**config.mk**
```make
export PLATFORM = sky130hd
export DESIGN_NAME = fdv_ctrl
export DESIGN_NICKNAME = d
export VERILOG_FILES = /design/src/fdv_pkg.sv /design/src/fdv_ctrl.sv
export SDC_FILE = /design/constraint.sdc
export NUM_CORES = 1
export LEC_CHECK = 0
export BUFFER_PORTS_ARGS = -buffer_cell sky130_fd_sc_hd__clkbuf_2
export CORE_AREA = 2 2 39 41
export DETAILED_ROUTE_END_ITERATION = 8
export DIE_AREA = 0 0 41 43
export PLACE_DENSITY = 0.43
export SETUP_SLACK_MARGIN = 0.3
export SLEW_MARGIN = 20
export SYNTH_ARGS = -nofsm -noshare
export SYNTH_HDL_FRONTEND = slang
export SYNTH_SLANG_ARGS = --single-unit
```
**constraint.sdc**
```tcl
create_clock -name clk -period 1.05 [get_ports clk]
set_input_delay 0.105 -clock clk [delete_from_list [all_inputs] [get_ports clk]]
set_output_delay 0.105 -clock clk [all_outputs]
set_load 0.005 [all_outputs]
```
**src/fdv_pkg.sv**
```systemverilog
// Shared types and constants for the filtered distinct value unit.
package fdv_pkg;

	localparam int VALUE_W    = 64;
	localparam int TAG_W      = 8;
	localparam int POS_W      = 10;
	localparam int CNT_W      = 11;
	localparam int CFG_IDX_W  = 2;
	localparam int CFG_DATA_W = 8;

	// Largest values that the position and count fields can show.
	localparam int POS_MAX = 1023;
	localparam int CNT_MAX = 2047;

	// Configuration register indexes.
	typedef enum logic [CFG_IDX_W-1:0] {
		REG_FILTER_ENABLE = 2'd0,
		REG_MATCH_KEY     = 2'd1
	} cfg_reg_t;

	// Controller states, one-hot.
	typedef enum logic [2:0] {
		ST_IDLE   = 3'b001,
		ST_SCAN   = 3'b010,
		ST_UPDATE = 3'b100
	} ctl_state_t;

	// Commands from the controller to the datapath.
	typedef struct packed {
		logic load;    // capture the accepted item and restart the scan
		logic scan;    // walk the stored cells
		logic update;  // commit the table change and load the result register
	} dp_cmd_t;

	// Status from the datapath to the controller.
	typedef struct packed {
		logic scan_done;  // the scan found the value or ran past the stored cells
		logic out_free;   // the result register can take a new result
	} dp_sts_t;

endpackage

```
**src/fdv_ctrl.sv**
```systemverilog
// Controller state machine that sequences capture, table scan and commit.
module fdv_ctrl (
	input  logic             clk,
	input  logic             arst_n,
	input  logic             in_valid,
	output logic             in_ready,
	output fdv_pkg::dp_cmd_t cmd,
	input  fdv_pkg::dp_sts_t sts
);
	import fdv_pkg::*;

	ctl_state_t state_q;
	ctl_state_t state_next;

	always_comb begin
		state_next = state_q;
		in_ready   = 1'b0;
		cmd        = '0;
		unique case (state_q)
			ST_IDLE: begin
				in_ready = 1'b1;
				if (in_valid) begin
					cmd.load   = 1'b1;
					state_next = ST_SCAN;
				end
			end
			ST_SCAN: begin
				cmd.scan = 1'b1;
				if (sts.scan_done) begin
					state_next = ST_UPDATE;
				end
			end
			ST_UPDATE: begin
				if (sts.out_free) begin
					cmd.update = 1'b1;
					state_next = ST_IDLE;
				end
			end
			default: begin
				state_next = ST_IDLE;
			end
		endcase
	end

	always_ff @(posedge clk or negedge arst_n) begin
		if (!arst_n) begin
			state_q <= ST_IDLE;
		end else begin
			state_q <= state_next;
		end
	end
endmodule

```
==> impl_metrics.env <==
export IMPL_fin_skew_ns=0.00162
export IMPL_portBuffers=8
export IMPL_min_to="state_q[1]$_DFFE_PN0P_"
export IMPL_ys_seq_area_share_pct=44.2
export IMPL_min_path_type="in -> reg"
export IMPL_cts_tree="yes"
export IMPL_hold_viol_final=0
export IMPL_cts_root_buffer="clkbuf_4"
export IMPL_drive_above_1_share_pct=69.7
export IMPL_power_density_nw_per_um2=2410
export IMPL_cts_htree_levels=1
export IMPL_grt_pass1_vias=205
export IMPL_status="finished, violations left"
export IMPL_clock_sinks=3
export IMPL_io_pins=9
export IMPL_dieArea_um2=1760
export IMPL_avgViaCountPerCell=3.98
export IMPL_syn_nets=20
export IMPL_vias=195
export IMPL_synthCells=15
export IMPL_seqCellArea_um2=78.8
export IMPL_hold_ws_ns=0.132
export IMPL_diodes=0
export IMPL_r2r_end="state_q[0]$_DFFE_PN1P_"
export IMPL_synth_top_area_share_pct=29.0
export IMPL_finish_utilization_pct=23.3
export IMPL_largest_reg_flops=3
export IMPL_hp_start="in_valid"
export IMPL_whs_path_depth=3
export IMPL_ys_top_cells_by_area="dfrtp_1 (29%), dfstp_2 (15%), and4bb_2 (14%)"
export IMPL_ant_nets=0
export IMPL_reg2regPathDepth=4
export IMPL_fmax_ghz=0.792
export IMPL_route_detailed_drc=0
export IMPL_grtUsageTotal_pct=7.96
export IMPL_grt_pass1_wl_um=855
export IMPL_cts_buffer_depth=2
export IMPL_numCtsBuffers=3
export IMPL_top_regs="state_q (3)"
export IMPL_drt_iter0_drc=5
export IMPL_wl_um=491
export IMPL_rows=14
export IMPL_clkTransAtPathRegs_ns=0.04
export IMPL_insertion_delay_ns=0.23
export IMPL_stdcell_count=49
export IMPL_arrival_ns=1.16
export IMPL_syn_avg_cell_area_um2=11.5
export IMPL_cap_violations=0
export IMPL_crit_type="reg -> out"
export IMPL_slew_headroom_pct=82.8
export IMPL_yosys_most_used_dff="dfrtp_1"
export IMPL_synth_edf_count=0
export IMPL_fillers=157
export IMPL_reg2reg_from="state_q[0]$_DFFE_PN1P_"
export IMPL_setup_viol=7
export IMPL_syn_area_um2=173
export IMPL_start_util_pct=12.5
export IMPL_drt_pre_antenna_iters=2
export IMPL_cp_max_fo=6
export IMPL_yosys_warnings=0
export IMPL_worstPathRequired_ns=0.94
export IMPL_ff2ff_setup_slack_ns=-0.09
export IMPL_largest_register="state_q"
export IMPL_end_kind="primary output"
export IMPL_ys_ff_latch=3
export IMPL_multiInputGateArea_um2=106
export IMPL_vdd_drop_max_uv=504
export IMPL_place_congestion=0.645
export IMPL_die_h_um=43
export IMPL_dp_cells=39
export IMPL_critPathLaunchType="register"
export IMPL_finalCritPeriodShare_pct=120
export IMPL_grt_max_degree=9
export IMPL_antenna_found_initial=0
export IMPL_synthArstFlopShare_pct=100
export IMPL_core_um2=1380
export IMPL_post_place_ws_ns=0.00279
export IMPL_min_period_ns=1.26
export IMPL_synth_cell_types=9
export IMPL_wl_per_cell_um=10.0
export IMPL_p_leak_nw=0.140
export IMPL_grt_overflow_total=0
export IMPL_areaGrowthSynthToFinish_pct=87.0
export IMPL_tightest_slew_ns=0.254
export IMPL_num_nets_final=39
export IMPL_slew_viol_final=0
export IMPL_die_w_um=41
export IMPL_finalWorstSetupSlack_ns=-0.213
export IMPL_rsz0062_at_grt="yes"
export IMPL_violations="negative setup slack"
export IMPL_yosysTopAreaCell="dfrtp_1"
## cell families (layout without fill, tap and decap cells)
kind of cell	after synthesis	in the layout	synth area share, %
compound gates	2	2	5.80
buf+inv	0	18	0
flops	3	3	44.2
simple gates	10	10	50.0
## metrics by stage
| stage | setup TNS, ns | total power [mW] | cell area, um^2 |
|---|---|---|---|
| floorplan | 0 | 0.351 | 178 |
| finish | -0.839 | 0.779 | 323 |
| CTS | -0.786 | 0.778 | 315 |
| detailed placement | 0 | 0.442 | 238 |
| global placement | 0 | 0.428 | 238 |
| global route | -1.33 | 0.854 | 323 |
## worst max path at each step
stage                           startpoint                     end  slack (ns)  cells after the start
floorplan           state_q[1]$_DFFE_PN0P_  state_q[2]$_DFFE_PN0P_        0.09                      2
global placement    state_q[0]$_DFFE_PN1P_                  cmd[2]        0.02                      2
detailed placement  state_q[0]$_DFFE_PN1P_                  cmd[2]       0.003                      2
CTS                 state_q[0]$_DFFE_PN1P_                  cmd[2]       -0.21                      2
global route        state_q[0]$_DFFE_PN1P_                  cmd[2]       -0.27                      2
finish              state_q[0]$_DFFE_PN1P_                  cmd[2]       -0.21                      2
## area by class of cell
cell class,instances,share of cell area [%]
multi-input combinational,12,32.9
tap,16,6.20
sequential,3,24.4
timing repair buffer,14,28.3
clock buffer,4,8.14
## timing repair
action                     4_1_cts  5_1_grt
hold buffers                     1        0
hold endpoints to repair         3        0
setup endpoints to repair        7        7
gates resized for setup          5        0
buffers inserted                 4        1
pin swaps                        3        1
## critical path, stage by stage (launching register included)
cell      delay [ns]
dfstp_2         0.56
and4bb_2        0.25
clkbuf_2        0.11
## cells in the final DEF (no fill, tap or decap), drive strengths merged
master and instances:
or3b 2, a21oi 2, nand3b 2, and4bb 2, buf 5, dlygate4sd3 1, clkbuf 12, dfstp 1
nor3 1, dfrtp 2, nor4b 1, nor3b 2
## power by group
group          internal [mW]  switching, mW  leakage [nW]
registers              0.175         0.0642        0.0342
logic                  0.222          0.113        0.0904
clock network          0.143         0.0625        0.0150
## metal layers
metal / wire [um] / up-vias / track usage [%]
li1: - / 97 / -
met1: 254 / 83 / 11.4
met2: 165 / 11 / 7.19
met3: 48 / 4 / 4.71
met4: 22 / 0 / 8.00
met5: 0 / - / 0
Power figures use the tool's default switching activity.
